===== src/rtl/sfr_pkg.sv =====
`default_nettype none

package sfr_pkg;

	// frame store geometry
	localparam int BUF_BYTES = 64;
	localparam int ADDR_W    = $clog2(BUF_BYTES);
	localparam int CNT_W     = $clog2(BUF_BYTES + 1);

	// shortest frame that carries a header, one parameter and a crc
	localparam int MIN_FRAME = 11;

	// first parameter byte of a frame
	localparam int PARAM_FIRST = 8;

	localparam logic [15:0] CRC_POLY    = 16'h8005;
	localparam logic [15:0] CRC_INIT    = 16'h0000;
	localparam logic [15:0] TIMEOUT_RST = 16'd1002;

	// result queue in the back part, power of two so pointers wrap
	localparam int OUT_DEPTH = 4;
	localparam int OPTR_W    = $clog2(OUT_DEPTH);
	localparam int OCNT_W    = $clog2(OUT_DEPTH + 1);

	// request kinds
	localparam logic REQ_BYTE = 1'b0;
	localparam logic REQ_TICK = 1'b1;

	// frame status codes
	localparam logic [1:0] ST_OK      = 2'd0;
	localparam logic [1:0] ST_LEN_ERR = 2'd1;
	localparam logic [1:0] ST_CRC_ERR = 2'd2;

	// frame job handed from front to back
	typedef struct packed {
		logic [CNT_W-1:0] n;
		logic [15:0]      crc;
	} cmd_t;

	// store write from the front part
	typedef struct packed {
		logic              en;
		logic [ADDR_W-1:0] addr;
		logic [7:0]        data;
	} wr_t;

	// what a store read is for
	typedef enum logic [2:0] {
		RT_ID,
		RT_LEN_LO,
		RT_LEN_HI,
		RT_INS,
		RT_CRC_LO,
		RT_CRC_HI,
		RT_PARAM
	} rtag_t;

	typedef enum logic [1:0] {
		BK_IDLE,
		BK_HDR,
		BK_PARAM
	} bk_state_t;

	typedef struct packed {
		logic [1:0]  frame_status;
		logic [7:0]  servo_id;
		logic [15:0] declared_length;
		logic [7:0]  instruction;
		logic [7:0]  param_byte;
		logic        param_valid;
		logic        last;
		logic [15:0] received_crc;
		logic [15:0] computed_crc;
		logic [6:0]  received_count;
	} result_t;

	// crc-16, msb first, one byte
	function automatic logic [15:0] crc_feed(input logic [15:0] crc_in, input logic [7:0] b);
		logic [15:0] c;
		c = crc_in ^ {b, 8'h00};
		for (int i = 0; i < 8; i++) begin
			if (c[15])
				c = {c[14:0], 1'b0} ^ CRC_POLY;
			else
				c = {c[14:0], 1'b0};
		end
		return c;
	endfunction

endpackage

`default_nettype wire


===== src/rtl/sfr_front.sv =====
`default_nettype none

module sfr_front (
	input  wire logic               clk,
	input  wire logic               arst_n,
	input  wire logic               push,
	input  wire logic               store_busy,
	output logic                    full,
	input  wire logic               req_type,
	input  wire logic [7:0]         rx_byte,
	input  wire logic               cfg_we,
	input  wire logic [15:0]        cfg_data,
	output sfr_pkg::wr_t            wr,
	output logic                    cmd_push,
	output sfr_pkg::cmd_t           cmd
);

	logic [sfr_pkg::CNT_W-1:0] count_q;
	logic [15:0]               crc_q;
	logic [7:0]                older_q;
	logic [7:0]                newer_q;
	logic                      running_q;
	logic [15:0]               ticks_q;
	logic [15:0]               timeout_q;

	logic        accept;
	logic        is_byte;
	logic        store_en;
	logic        expire;
	logic [15:0] tick_inc;

	assign full   = store_busy;
	assign accept = push && !full;

	always_comb begin
		is_byte  = (req_type == sfr_pkg::REQ_BYTE);
		tick_inc = (ticks_q != 16'hFFFF) ? ticks_q + 16'd1 : ticks_q;
		store_en = accept && is_byte && (count_q < sfr_pkg::CNT_W'(sfr_pkg::BUF_BYTES));
		expire   = accept && !is_byte && running_q && (tick_inc >= timeout_q);
	end

	always_comb begin
		wr.en    = store_en;
		wr.addr  = count_q[sfr_pkg::ADDR_W-1:0];
		wr.data  = rx_byte;
		cmd_push = expire;
		cmd.n    = count_q;
		cmd.crc  = crc_q;
	end

	always_ff @(posedge clk or negedge arst_n) begin
		if (!arst_n) begin
			count_q   <= '0;
			crc_q     <= sfr_pkg::CRC_INIT;
			older_q   <= '0;
			newer_q   <= '0;
			running_q <= 1'b0;
			ticks_q   <= '0;
			timeout_q <= sfr_pkg::TIMEOUT_RST;
		end else begin
			if (cfg_we)
				timeout_q <= cfg_data;

			// gap timer
			if (accept && is_byte) begin
				running_q <= 1'b1;
				ticks_q   <= '0;
			end else if (accept && running_q) begin
				if (expire) begin
					running_q <= 1'b0;
					ticks_q   <= '0;
				end else begin
					ticks_q <= tick_inc;
				end
			end

			// crc runs two bytes behind the store
			if (store_en) begin
				if (count_q >= sfr_pkg::CNT_W'(2))
					crc_q <= sfr_pkg::crc_feed(crc_q, older_q);
				older_q <= newer_q;
				newer_q <= rx_byte;
				count_q <= count_q + sfr_pkg::CNT_W'(1);
			end else if (expire) begin
				count_q <= '0;
				crc_q   <= sfr_pkg::CRC_INIT;
				older_q <= '0;
				newer_q <= '0;
			end
		end
	end

endmodule

`default_nettype wire


===== src/rtl/sfr_cmdq.sv =====
`default_nettype none

module sfr_cmdq (
	input  wire logic          clk,
	input  wire logic          arst_n,
	input  wire logic          push,
	input  sfr_pkg::cmd_t      push_data,
	output logic               pop_valid,
	input  wire logic          pop,
	output sfr_pkg::cmd_t      pop_data
);

	sfr_pkg::cmd_t q_q [2];
	logic          wptr_q;
	logic          rptr_q;
	logic [1:0]    cnt_q;

	logic do_pop;

	assign pop_valid = (cnt_q != 2'd0);
	assign pop_data  = q_q[rptr_q];
	assign do_pop    = pop && pop_valid;

	always_ff @(posedge clk) begin
		if (push)
			q_q[wptr_q] <= push_data;
	end

	always_ff @(posedge clk or negedge arst_n) begin
		if (!arst_n) begin
			wptr_q <= 1'b0;
			rptr_q <= 1'b0;
			cnt_q  <= '0;
		end else begin
			if (push)
				wptr_q <= ~wptr_q;
			if (do_pop)
				rptr_q <= ~rptr_q;
			cnt_q <= cnt_q + {1'b0, push} - {1'b0, do_pop};
		end
	end

	a_no_overflow: assert property (@(posedge clk) disable iff (!arst_n)
		push |-> (cnt_q < 2'd2 || do_pop))
		else $error("frame job queue overflow");

endmodule

`default_nettype wire


===== src/rtl/sfr_back.sv =====
`default_nettype none

module sfr_back (
	input  wire logic          clk,
	input  wire logic          arst_n,
	input  sfr_pkg::wr_t       wr,
	input  wire logic          cmd_valid,
	input  sfr_pkg::cmd_t      cmd,
	output logic               cmd_pop,
	output logic               busy,
	output logic               empty,
	input  wire logic          pop,
	output sfr_pkg::result_t   result
);

	logic [7:0] mem [sfr_pkg::BUF_BYTES];

	sfr_pkg::bk_state_t st_q, st_d;

	logic [sfr_pkg::CNT_W-1:0] n_q;
	logic [sfr_pkg::CNT_W-1:0] idx_q;
	logic [15:0]               ccrc_q;
	logic [7:0]                id_q;
	logic [15:0]               len_q;
	logic [7:0]                ins_q;
	logic [15:0]               rcrc_q;
	sfr_pkg::rtag_t            hdr_tag_q;

	logic                      rd_vld_s1;
	sfr_pkg::rtag_t            rd_tag_s1;
	logic                      rd_last_s1;
	logic [7:0]                rdata_s1;

	sfr_pkg::result_t          fifo_q [sfr_pkg::OUT_DEPTH];
	logic [sfr_pkg::OPTR_W-1:0] wptr_q;
	logic [sfr_pkg::OPTR_W-1:0] rptr_q;
	logic [sfr_pkg::OCNT_W-1:0] ocnt_q;

	logic                      rd_en;
	logic [sfr_pkg::ADDR_W-1:0] rd_addr;
	sfr_pkg::rtag_t            rd_tag;
	logic                      rd_last;
	logic                      start_ok;
	logic                      is_short;
	logic                      space;
	logic                      param_push;
	logic                      fifo_push;
	logic                      fifo_pop;
	sfr_pkg::result_t          push_res;
	logic [sfr_pkg::CNT_W-1:0] n_m2;
	logic [sfr_pkg::CNT_W-1:0] n_m1;
	logic [sfr_pkg::CNT_W-1:0] n_m3;

	always_comb begin
		n_m1  = n_q - sfr_pkg::CNT_W'(1);
		n_m2  = n_q - sfr_pkg::CNT_W'(2);
		n_m3  = n_q - sfr_pkg::CNT_W'(3);
		space = (ocnt_q + sfr_pkg::OCNT_W'(rd_vld_s1 && rd_tag_s1 == sfr_pkg::RT_PARAM))
			< sfr_pkg::OCNT_W'(sfr_pkg::OUT_DEPTH);
		start_ok = cmd_valid && !rd_vld_s1 && (ocnt_q < sfr_pkg::OCNT_W'(sfr_pkg::OUT_DEPTH));
		is_short = cmd.n < sfr_pkg::CNT_W'(sfr_pkg::MIN_FRAME);
	end

	// next state
	always_comb begin
		st_d = st_q;
		unique case (st_q)
			sfr_pkg::BK_IDLE: begin
				if (start_ok && !is_short)
					st_d = sfr_pkg::BK_HDR;
			end
			sfr_pkg::BK_HDR: begin
				if (hdr_tag_q == sfr_pkg::RT_CRC_HI)
					st_d = sfr_pkg::BK_PARAM;
			end
			sfr_pkg::BK_PARAM: begin
				if (space && idx_q == n_m3)
					st_d = sfr_pkg::BK_IDLE;
			end
			default: st_d = sfr_pkg::BK_IDLE;
		endcase
	end

	// outputs of the sequencer
	always_comb begin
		cmd_pop = 1'b0;
		rd_en   = 1'b0;
		rd_tag  = sfr_pkg::RT_PARAM;
		rd_last = 1'b0;
		rd_addr = idx_q[sfr_pkg::ADDR_W-1:0];
		unique case (st_q)
			sfr_pkg::BK_IDLE: begin
				cmd_pop = start_ok;
			end
			sfr_pkg::BK_HDR: begin
				rd_en  = 1'b1;
				rd_tag = hdr_tag_q;
				unique case (hdr_tag_q)
					sfr_pkg::RT_ID:     rd_addr = sfr_pkg::ADDR_W'(4);
					sfr_pkg::RT_LEN_LO: rd_addr = sfr_pkg::ADDR_W'(5);
					sfr_pkg::RT_LEN_HI: rd_addr = sfr_pkg::ADDR_W'(6);
					sfr_pkg::RT_INS:    rd_addr = sfr_pkg::ADDR_W'(7);
					sfr_pkg::RT_CRC_LO: rd_addr = n_m2[sfr_pkg::ADDR_W-1:0];
					sfr_pkg::RT_CRC_HI: rd_addr = n_m1[sfr_pkg::ADDR_W-1:0];
					default:            rd_addr = idx_q[sfr_pkg::ADDR_W-1:0];
				endcase
			end
			sfr_pkg::BK_PARAM: begin
				rd_en   = space;
				rd_last = (idx_q == n_m3);
			end
			default: cmd_pop = 1'b0;
		endcase
	end

	assign busy = (st_q != sfr_pkg::BK_IDLE);

	always_ff @(posedge clk or negedge arst_n) begin
		if (!arst_n) begin
			st_q      <= sfr_pkg::BK_IDLE;
			rd_vld_s1 <= 1'b0;
		end else begin
			st_q      <= st_d;
			rd_vld_s1 <= rd_en;
		end
	end

	// frame store, one write and one registered read port
	always_ff @(posedge clk) begin
		if (wr.en)
			mem[wr.addr] <= wr.data;
		if (rd_en)
			rdata_s1 <= mem[rd_addr];
	end

	always_ff @(posedge clk) begin
		rd_tag_s1  <= rd_tag;
		rd_last_s1 <= rd_last;
		if (cmd_pop) begin
			n_q       <= cmd.n;
			ccrc_q    <= cmd.crc;
			hdr_tag_q <= sfr_pkg::RT_ID;
			idx_q     <= sfr_pkg::CNT_W'(sfr_pkg::PARAM_FIRST);
		end
		if (st_q == sfr_pkg::BK_HDR && hdr_tag_q != sfr_pkg::RT_CRC_HI)
			hdr_tag_q <= sfr_pkg::rtag_t'(hdr_tag_q + 3'd1);
		if (st_q == sfr_pkg::BK_PARAM && rd_en)
			idx_q <= idx_q + sfr_pkg::CNT_W'(1);
		if (rd_vld_s1) begin
			case (rd_tag_s1)
				sfr_pkg::RT_ID:     id_q         <= rdata_s1;
				sfr_pkg::RT_LEN_LO: len_q[7:0]   <= rdata_s1;
				sfr_pkg::RT_LEN_HI: len_q[15:8]  <= rdata_s1;
				sfr_pkg::RT_INS:    ins_q        <= rdata_s1;
				sfr_pkg::RT_CRC_LO: rcrc_q[7:0]  <= rdata_s1;
				sfr_pkg::RT_CRC_HI: rcrc_q[15:8] <= rdata_s1;
				default:            ;
			endcase
		end
	end

	// result assembly
	always_comb begin
		param_push = rd_vld_s1 && (rd_tag_s1 == sfr_pkg::RT_PARAM);
		fifo_push  = param_push || (cmd_pop && is_short);
		fifo_pop   = pop && !empty;
		push_res   = '0;
		if (param_push) begin
			push_res.frame_status    = (rcrc_q == ccrc_q) ? sfr_pkg::ST_OK : sfr_pkg::ST_CRC_ERR;
			push_res.servo_id        = id_q;
			push_res.declared_length = len_q;
			push_res.instruction     = ins_q;
			push_res.param_byte      = rdata_s1;
			push_res.param_valid     = 1'b1;
			push_res.last            = rd_last_s1;
			push_res.received_crc    = rcrc_q;
			push_res.computed_crc    = ccrc_q;
			push_res.received_count  = 7'(n_q);
		end else begin
			push_res.frame_status   = sfr_pkg::ST_LEN_ERR;
			push_res.last           = 1'b1;
			push_res.received_count = 7'(cmd.n);
		end
	end

	always_ff @(posedge clk) begin
		if (fifo_push)
			fifo_q[wptr_q] <= push_res;
	end

	always_ff @(posedge clk or negedge arst_n) begin
		if (!arst_n) begin
			wptr_q <= '0;
			rptr_q <= '0;
			ocnt_q <= '0;
		end else begin
			if (fifo_push)
				wptr_q <= wptr_q + sfr_pkg::OPTR_W'(1);
			if (fifo_pop)
				rptr_q <= rptr_q + sfr_pkg::OPTR_W'(1);
			ocnt_q <= ocnt_q + sfr_pkg::OCNT_W'(fifo_push) - sfr_pkg::OCNT_W'(fifo_pop);
		end
	end

	assign empty  = (ocnt_q == '0);
	assign result = fifo_q[rptr_q];

	a_store_quiet: assert property (@(posedge clk) disable iff (!arst_n)
		wr.en |-> st_q == sfr_pkg::BK_IDLE)
		else $error("frame store written while a frame is read out");

	a_result_room: assert property (@(posedge clk) disable iff (!arst_n)
		fifo_push |-> ocnt_q < sfr_pkg::OCNT_W'(sfr_pkg::OUT_DEPTH))
		else $error("result queue overflow");

	a_last_ends_run: assert property (@(posedge clk) disable iff (!arst_n)
		(rd_vld_s1 && rd_tag_s1 == sfr_pkg::RT_PARAM && rd_last_s1) |-> st_q == sfr_pkg::BK_IDLE)
		else $error("sequencer still busy after last parameter read");

endmodule

`default_nettype wire


===== src/rtl/status_frame_receiver.sv =====
`default_nettype none

// status frame receiver: push one request per cycle, either a received serial byte
// (req_type 0) or a one-microsecond tick (req_type 1). bytes go into a 64-byte frame
// store (extra bytes are dropped but still restart the gap timer) while a crc-16
// (poly 0x8005, seed 0, msb first) runs two bytes behind. once gap_timeout_us ticks
// pass without a byte, the frame is closed: a frame shorter than 11 bytes gives a
// single length-error result; otherwise one result per parameter byte (bytes 8 to
// count-3), each carrying id, declared length, instruction, both crcs and the status,
// with last set on the final one. while the store is free a request is taken every
// cycle. after the closing tick, full stays high until the back end has read the
// frame out of its single store read port: it picks up the job, makes six header
// reads, then one read per parameter byte; the parameter reads pause while the
// four-entry result queue is full, and a short frame only needs its job picked up.
// gap_timeout_us is written over cfg_valid/cfg_ready (always ready); write it only
// while the block is idle, the block itself does not enforce this; reset value 1002.

module status_frame_receiver (
	input  wire logic        clk,
	input  wire logic        arst_n,

	// request side
	input  wire logic        push,
	output logic             full,
	input  wire logic        req_type,
	input  wire logic [7:0]  rx_byte,

	// result side
	output logic             empty,
	input  wire logic        pop,
	output logic [1:0]       frame_status,
	output logic [7:0]       servo_id,
	output logic [15:0]      declared_length,
	output logic [7:0]       instruction,
	output logic [7:0]       param_byte,
	output logic             param_valid,
	output logic             last,
	output logic [15:0]      received_crc,
	output logic [15:0]      computed_crc,
	output logic [6:0]       received_count,

	// gap timeout register
	input  wire logic        cfg_valid,
	output logic             cfg_ready,
	input  wire logic [15:0] gap_timeout_us
);

	// front to queue to back
	sfr_pkg::wr_t     wr;
	logic             cmd_push;
	sfr_pkg::cmd_t    cmd_in;
	logic             cmd_valid;
	logic             cmd_pop;
	sfr_pkg::cmd_t    cmd_out;

	// store is in use from frame close until the back end finished its reads
	logic             back_busy;
	logic             store_busy;

	sfr_pkg::result_t res;

	assign cfg_ready  = 1'b1;
	assign store_busy = cmd_valid || back_busy;

	// byte collection, crc and gap timer
	sfr_front u_front (
		.clk        (clk),
		.arst_n     (arst_n),
		.push       (push),
		.store_busy (store_busy),
		.full       (full),
		.req_type   (req_type),
		.rx_byte    (rx_byte),
		.cfg_we     (cfg_valid && cfg_ready),
		.cfg_data   (gap_timeout_us),
		.wr         (wr),
		.cmd_push   (cmd_push),
		.cmd        (cmd_in)
	);

	// closed frames waiting for the back end
	sfr_cmdq u_cmdq (
		.clk       (clk),
		.arst_n    (arst_n),
		.push      (cmd_push),
		.push_data (cmd_in),
		.pop_valid (cmd_valid),
		.pop       (cmd_pop),
		.pop_data  (cmd_out)
	);

	// frame store, header and parameter readout, result queue
	sfr_back u_back (
		.clk       (clk),
		.arst_n    (arst_n),
		.wr        (wr),
		.cmd_valid (cmd_valid),
		.cmd       (cmd_out),
		.cmd_pop   (cmd_pop),
		.busy      (back_busy),
		.empty     (empty),
		.pop       (pop),
		.result    (res)
	);

	// oldest result straight from the queue head
	assign frame_status    = res.frame_status;
	assign servo_id        = res.servo_id;
	assign declared_length = res.declared_length;
	assign instruction     = res.instruction;
	assign param_byte      = res.param_byte;
	assign param_valid     = res.param_valid;
	assign last            = res.last;
	assign received_crc    = res.received_crc;
	assign computed_crc    = res.computed_crc;
	assign received_count  = res.received_count;

endmodule

`default_nettype wire

===== config.mk =====
export PLATFORM = sky130hd
export DESIGN_NAME = status_frame_receiver
export DESIGN_NICKNAME = d
export VERILOG_FILES = /design/src/rtl/sfr_pkg.sv /design/src/rtl/sfr_front.sv /design/src/rtl/sfr_cmdq.sv /design/src/rtl/sfr_back.sv /design/src/rtl/status_frame_receiver.sv
export SDC_FILE = /design/constraint.sdc
export NUM_CORES = 1
export LEC_CHECK = 0
export BUFFER_PORTS_ARGS = -buffer_cell sky130_fd_sc_hd__buf_2
export CAP_MARGIN = 25
export CORE_ASPECT_RATIO = 0.9
export CORE_MARGIN = 5
export CORE_UTILIZATION = 25
export CTS_CLUSTER_SIZE = 25
export DETAILED_ROUTE_END_ITERATION = 7
export PLACE_DENSITY = 0.4
export SETUP_SLACK_MARGIN = 0.05
export SYNTH_ARGS = -nofsm -noshare
export SYNTH_HDL_FRONTEND = slang
export SYNTH_SLANG_ARGS = --single-unit

===== constraint.sdc =====
create_clock -name clk -period 6.4 [get_ports clk]
set_input_delay 1.28 -clock clk [delete_from_list [all_inputs] [get_ports clk]]
set_output_delay 1.28 -clock clk [all_outputs]
set_load 0.02 [all_outputs]

### Word-level counts from Yosys, hierarchy flattened

Memories as Yosys holds them, arrays and structs flattened. A register that Yosys moved wholly into a read port is not among the register bits.
Index checks and enable logic that the tools add are counted.

* add/sub/neg operators: 14
* order comparisons: 6
* eq/ne operators: 21
* muxes and demuxes: 61
* bitwise logic cells: 12
* reductions and logical operators: 43

Operator list (number)
* 16-bit two-way mux: 29
* 41-bit two-way mux: 1
* 6-bit one-hot mux with 6 select lines: 1
* 7-bit two-way mux: 5
* 32-bit two-way mux: 1
* 8-bit two-way mux: 3
* 3-bit inverter: 8
* 1-bit logical AND: 17
* 16-bit by 1-bit adder with 16-bit output, second input constant: 1
* 16-bit equality test: 1
* 16-bit greater-or-equal comparator: 1
* 16-bit inequality test, second input constant: 1
* 2-bit AND reduction: 8
* 16-bit bitwise XOR: 1
* 3-bit equality test, second input constant: 5
* 7-bit by 1-bit adder with 7-bit output, second input constant: 2
* 2-bit nonzero test: 7
* 3-bit by 2-bit equality test with 1-bit output, second input constant: 4
* 1-bit two-way mux: 11
* 2-bit two-way mux: 5
* 3-bit logical NOT: 3
* 7-bit equality test: 1
* 7-bit by 2-bit greater-or-equal comparator with 1-bit output, second input constant: 1
* 7-bit by 4-bit less-than comparator with 1-bit output, second input constant: 1
* other kinds (26): 39

* flip-flop bits (word level): 171
* RAM bits: 890
* output and inout bits: 86
* logic and storage cells: 187
* memories: 3

Memories
* u_back.mem: depth 64, bits a word 8, rd ports 1, clocked after Yosys merged registers in 1, wr ports 1, line sfr_back.sv:16 `logic [7:0] mem [sfr_pkg::BUF_BYTES];`
* u_back.fifo_q: depth 4, bits a word 83, rd ports 1, clocked after Yosys merged registers in 0, wr ports 1, line sfr_back.sv:34 `sfr_pkg::result_t fifo_q [sfr_pkg::OUT_DEPTH];`
* u_cmdq.q_q: depth 2, bits a word 23, rd ports 1, clocked after Yosys merged registers in 0, wr ports 1, line sfr_cmdq.sv:13 `sfr_pkg::cmd_t q_q [2];`

### Longest topological paths before layout

* depth in word-level cells: 35
* gate-level depth with buffers: 21

### Cells and area by module

From an unflattened synthesis, not the netlist that was laid out.

* cell total of the unflattened synthesis: 2735
* area, all modules: 43379.1 sq um

By module, submodules not included
* sfr_back: times used 1, cells an instance 2250, area each 37479.7 sq um, seq. area each 28347.2 sq um
* sfr_front: times used 1, cells an instance 394, area each 3925.0 sq um, seq. area each 1810.5 sq um
* sfr_cmdq: times used 1, cells an instance 88, area each 1956.9 sq um, seq. area each 1481.4 sq um
* status_frame_receiver: times used 1, cells an instance 3, area each 17.5 sq um, seq. area each 0.0 sq um

### Least setup slack after synthesis

Ideal clock, no wire load.

* kind: register -> register
* from: reg u_cmdq.rptr_q
* to: mem u_back.fifo_q[0][0] (netlist bit) (enable)
* data arrival time: 5.605 ns
* required time: 5.865 ns
* setup slack: 0.260 ns
* stages on the path, launching flop included: 8
* period minus slack after synthesis: 6.140 ns
* cells stage by stage: dfrtp_1 > buf_2 > buf_1 > mux2i_1 > o21ai_0 > a2111oi_0 > a21oi_1 > nor2b_1

* cells in the longest elaborated chain, start to end: 6

RTL lines
* start: declaration: line sfr_cmdq.sv:15 `logic rptr_q;`
* start signal: assignment: line sfr_cmdq.sv:38 `rptr_q <= ~rptr_q;`
* memory read 2 x 23 bit
* 7-bit by 4-bit less-than comparator with 1-bit output: line sfr_back.sv:61 `is_short = cmd.n < sfr_pkg::CNT_W'(sfr_pkg::MIN_FRAME);`
* 1-bit logical AND: line sfr_back.sv:165 `fifo_push = param_push || (cmd_pop && is_short);`
* 1-bit logical OR: line sfr_back.sv:165
* 1-bit two-way mux: line sfr_back.sv:187 `if (fifo_push)`
* 1-bit two-way mux (not written as such): line sfr_back.sv:188 `fifo_q[wptr_q] <= push_res;`
* end: declaration: line sfr_back.sv:34

No other way between the ends.

### Worst setup path after layout

* from: reg u_front.ticks_q[3]
* to: mem u_cmdq.q_q[1][9] (netlist bit) (enable)

* cells in the longest elaborated chain, start to end: 6
* elaborated cells on any way between the ends: 7

RTL lines
* start: declaration: line sfr_front.sv:23 `logic [15:0] ticks_q;`
* start signal: assignment: line sfr_front.sv:73 `ticks_q <= tick_inc;`
* 16-bit by 1-bit adder with 16-bit output / 16-bit inequality test (equally long branches): line sfr_front.sv:37 `tick_inc = (ticks_q != 16'hFFFF) ? ticks_q + 16'd1 : ticks_q;`
* 16-bit two-way mux *: line sfr_front.sv:37
* 16-bit greater-or-equal comparator *: line sfr_front.sv:39 `expire = accept && !is_byte && running_q && (tick_inc >= timeout_q);`
* 1-bit logical AND *: line sfr_front.sv:39
* 1-bit two-way mux *: line sfr_cmdq.sv:25 `if (push)`
* 1-bit two-way mux (not written as such) *: line sfr_cmdq.sv:26 `q_q[wptr_q] <= push_data;`
* end: declaration: line sfr_cmdq.sv:13

Every way passes the cells marked *; elsewhere a longest branch is shown, timed or not.

==> reports/metrics.csv <==
stage,metric,value,unit
run_status,status,finished clean,
final_layout,layout-drive-gt1-share,16.0,%
pwr,finalPower,23.9,mW
sta,min_period,4.72,ns
logic_synthesis,syn_inst,2839,
route,first_pass_iters,6,
sta,drv_slew,0,
route,vias,23800,
global_routing,grt_antenna_before_repair,3,
clock_tree,cts_tree,done,
logic_synthesis,synthArstFlopShare,8.04,%
die,dieArea,181000,um2
worst_hold_path,hp-class,reg2reg,
clock_tree,cts_max_level,3,
pwr,p_per_area,477,nW/um2
logic_synthesis,yosys_warnings,0,
pwr,p_sw_share,36.6,%
clock_tree,cts_setup_buffers,0,
final_layout,final_cell_mix,"edfxtp_1, nand2_1, nand3_1, clkbuf_16, buf_2",
logic_synthesis,synth-seq-area-share,73.4,%
route,drt_iter0_drc,1745,
pwr,p_seq_share,37.9,%
die,die-width,448,um
route,wl_per_cell,21.6,um
placement,numPortBuffers,114,
pwr,p_switching,8.76,mW
die,io_pins,116,
sta,worst_slew_pin_slew,1.16,ns
global_routing,grt_pass1_wl,169000,um
final_layout,fillers,17100,
worst_setup_path,endpoint_kind,flip-flop,
clock_tree,root_buffer,clkbuf_16,
final_layout,finalNonFillerCells,5344,
logic_synthesis,syn-mean-instance-area,15.2,um2
pwr,p_leak,16.9,nW
die,die_y,404,um
final_layout,multi_input_comb_area,10600,um2
worst_setup_path,path_max_fanout,35,
pwr,vdd_drop_max,0.552,mV
worst_setup_path,r2r-start,u_front.ticks_q[3],
global_routing,grt_pass1_vias,23800,
pwr,clockPowerShare,27.9,%
sta,whs,0.478,ns
route,vias_per_cell,4.46,
route,drc,0,
logic_synthesis,synth_edf_count,979,
worst_setup_path,critPathRequiredTime,6.79,ns
clock_tree,clockBufferDepth,3,
sta,timing.final.crit_share,73.7,%
final_layout,final_common_cell,edfxtp_1,
clock_tree,clock_latency,0.74,ns
logic_synthesis,ys_types,87,
worst_setup_path,crit_type,reg2reg,
worst_hold_path,min_to,u_front.older_q[1],
sta,setup_tns,0,ns
worst_hold_path,hp-start,u_front.newer_q[1],
route,antenna_left,0,
placement,dp.cells,5121,
worst_setup_path,worstRegToRegCells,16,
die,core,171000,um2
final_layout,syn_to_final_growth,16.4,%
sta,timing.fmax,0.212,GHz
logic_synthesis,syn_area,43100,um2
logic_synthesis,yosys.area.top_type,edfxtp_1,
clock_tree,cts-resized-gates,0,
sta,skew,0.0260,ns
sta,slew_headroom,22.7,%
logic_synthesis,ys_ff_latch,1069,
global_routing,track_usage,12.5,%
logic_synthesis,syn_nets,2910,
logic_synthesis,synthDominantCellAreaShare,68.2,%
logic_synthesis,synthFlopType,edfxtp_1,
global_routing,grt_max_degree,149,
sta,final-hold-violation-count,0,
clock_tree,worst_setup_hold_path_clk_slew,0.06,ns
logic_synthesis,synth.top_cells.by_area,"edfxtp_1, dfrtp_1, nand2_1",
run,drv_cap,0,
worst_hold_path,min_path_cells,2,
sta,setup_violations,0,
die,num_rows,144,
sta,grt_setup_unrepaired,no,
worst_setup_path,reg2reg_setup_slack,1.68,ns
worst_setup_path,critPathArrivalTime,5.11,ns
final_layout,seq_area,31600,um2
die,start_util,25.1,%
clock_tree,cts_hold_buffers,0,
pwr,combPwrFrac,34.2,%
final_layout,fin_nets,3048,
pwr,internal_power,15.2,mW
worst_setup_path,critPathLaunchType,flip-flop,
clock_tree,cts-buffers-inserted,117,
worst_setup_path,timing.rr.end,u_cmdq.q_q[1][9],
global_routing,grt.overflow.total,0,
route,drt-total-wl,115000,um
clock_tree,clock_sinks,1069,
placement,hpwl,68300,um
placement,place_congestion,0.729,
-- kinds of logic after synthesis --
logic type / share of synthesized area, %
AOI/OAI and AO/OA: 6.19
DFF: 73.4
and+or+nand+nor: 9.57
other: 0.00870
buffers and inverters: 2.15
xor gates and xnor gates: 1.50
muxes: 5.94
adders and majority gates: 1.21
-- how the worst max path moves through the flow --
stage / startpoint / endpoint / slack (ns) / depth (start not counted)
floorplan: u_cmdq.rptr_q / u_back.fifo_q[0][0] / 0.26 / 7
finish: u_front.ticks_q[3] / u_cmdq.q_q[1][9] / 1.68 / 16
CTS: u_front.ticks_q[3] / u_cmdq.q_q[1][9] / 1.56 / 16
detailed placement: u_front.ticks_q[3] / u_cmdq.q_q[1][9] / 1.60 / 16
global placement: u_front.ticks_q[3] / u_cmdq.q_q[1][8] / 1.63 / 16
global route: u_front.ticks_q[3] / u_cmdq.q_q[1][9] / 1.23 / 16
-- state kept, by name (all words and copies together) (netlist names), 7 cells and up --
register           count
u_back.ccrc_q         16
u_back.fifo_q        332
u_back.id_q            8
u_back.idx_q           7
u_back.ins_q           8
u_back.len_q          16
u_back.mem           512
u_back.n_q             7
u_back.rcrc_q         16
u_back.rdata_s1        8
u_cmdq.q_q            46
u_front.count_q        7
u_front.crc_q         16
u_front.newer_q        8
u_front.older_q        8
u_front.ticks_q       16
u_front.timeout_q     16
-- layout make-up --
cell class                      instances  area share [%]
Clock buffer                          142            6.07
Clock inverter                         78            1.42
Multi-Input combinational cell       1565            21.1
Antenna cell                            3          0.0150
Timing Repair Buffer                  170            2.24
Sequential cell                      1069            63.1
Tap cell                             2263            5.65
Inverter                               54           0.404
-- power by group through the flow --
| stage | combinational [mW] | clock, mW | sequential [mW] |
|---|---|---|---|
| 2_1_floorplan | 5.54 | 0 | 8.93 |
| 3_3_place_gp | 8.36 | 0 | 9.23 |
| 3_5_place_dp | 8.34 | 0 | 9.24 |
| 4_1_cts | 8.37 | 6.88 | 9.09 |
| 5_1_grt | 8.93 | 7.18 | 9.14 |
| 6_report | 8.19 | 6.67 | 9.06 |
-- worst max-delay path, stage by stage (launching register included) --
cell	delay (ns)
dfrtp_1	0.45
and4_1	0.24
nand4_1	0.17
nor3_2	0.38
nand3_1	0.40
nand2b_1	0.31
nor2_1	0.08
or2_2	0.28
ha_1	0.28
nand4_1	0.10
o211ai_1	0.27
a211o_1	0.21
nand2_1	0.11
nor2_2	0.21
buf_4	0.36
and2_1	0.18
buf_4	0.30
-- cell usage after synthesis, types with 5 or more instances --
cell,instances
o21a_1,5
and2_1,81
o22ai_1,33
nand3_1,128
inv_1,53
buf_1,14
nand2b_1,7
a32oi_1,71
ha_1,40
nand2_1,503
edfxtp_1,979
buf_4,9
a21oi_1,85
dfrtp_1,79
nand3b_1,5
a22o_1,13
and3_1,22
buf_2,62
a21boi_0,10
nor3_1,13
dfstp_2,7
nor2b_1,9
a31oi_1,13
o21ai_0,48
xor2_1,17
mux2_2,24
nand4_1,18
a21o_1,9
a31o_2,8
a32o_1,6
clkbuf_1,59
nor2_1,111
o31ai_1,8
buf_6,6
mux2i_1,42
or2_2,6
a222oi_1,8
xnor2_1,57
mux4_2,83
a22oi_1,16
-- per-layer routing --
| layer | vias to the layer above | track usage (%) | part of all wire (%) |
|---|---|---|---|
| li1 | 11000 | - | - |
| met3 | 129 | 2.20 | 4.4 |
| met4 | 0 | 3.17 | 2.0 |
| met2 | 498 | 19.1 | 45 |
| met1 | 12200 | 18.5 | 49 |
| met5 | - | 0 | 0 |
-- metrics by stage --
step           setup WS [ns]  utilization [%]  instance area, um2
6_report                1.68             29.3               50200
5_1_grt                 1.23             29.3               50200
4_1_cts                 1.56             29.3               50200
3_5_place_dp            1.60             27.1               46400
3_3_place_gp            1.63             27.1               46400
2_1_floorplan          0.260                -               43100
No activity file was read; power rests on OpenSTA's default activity.
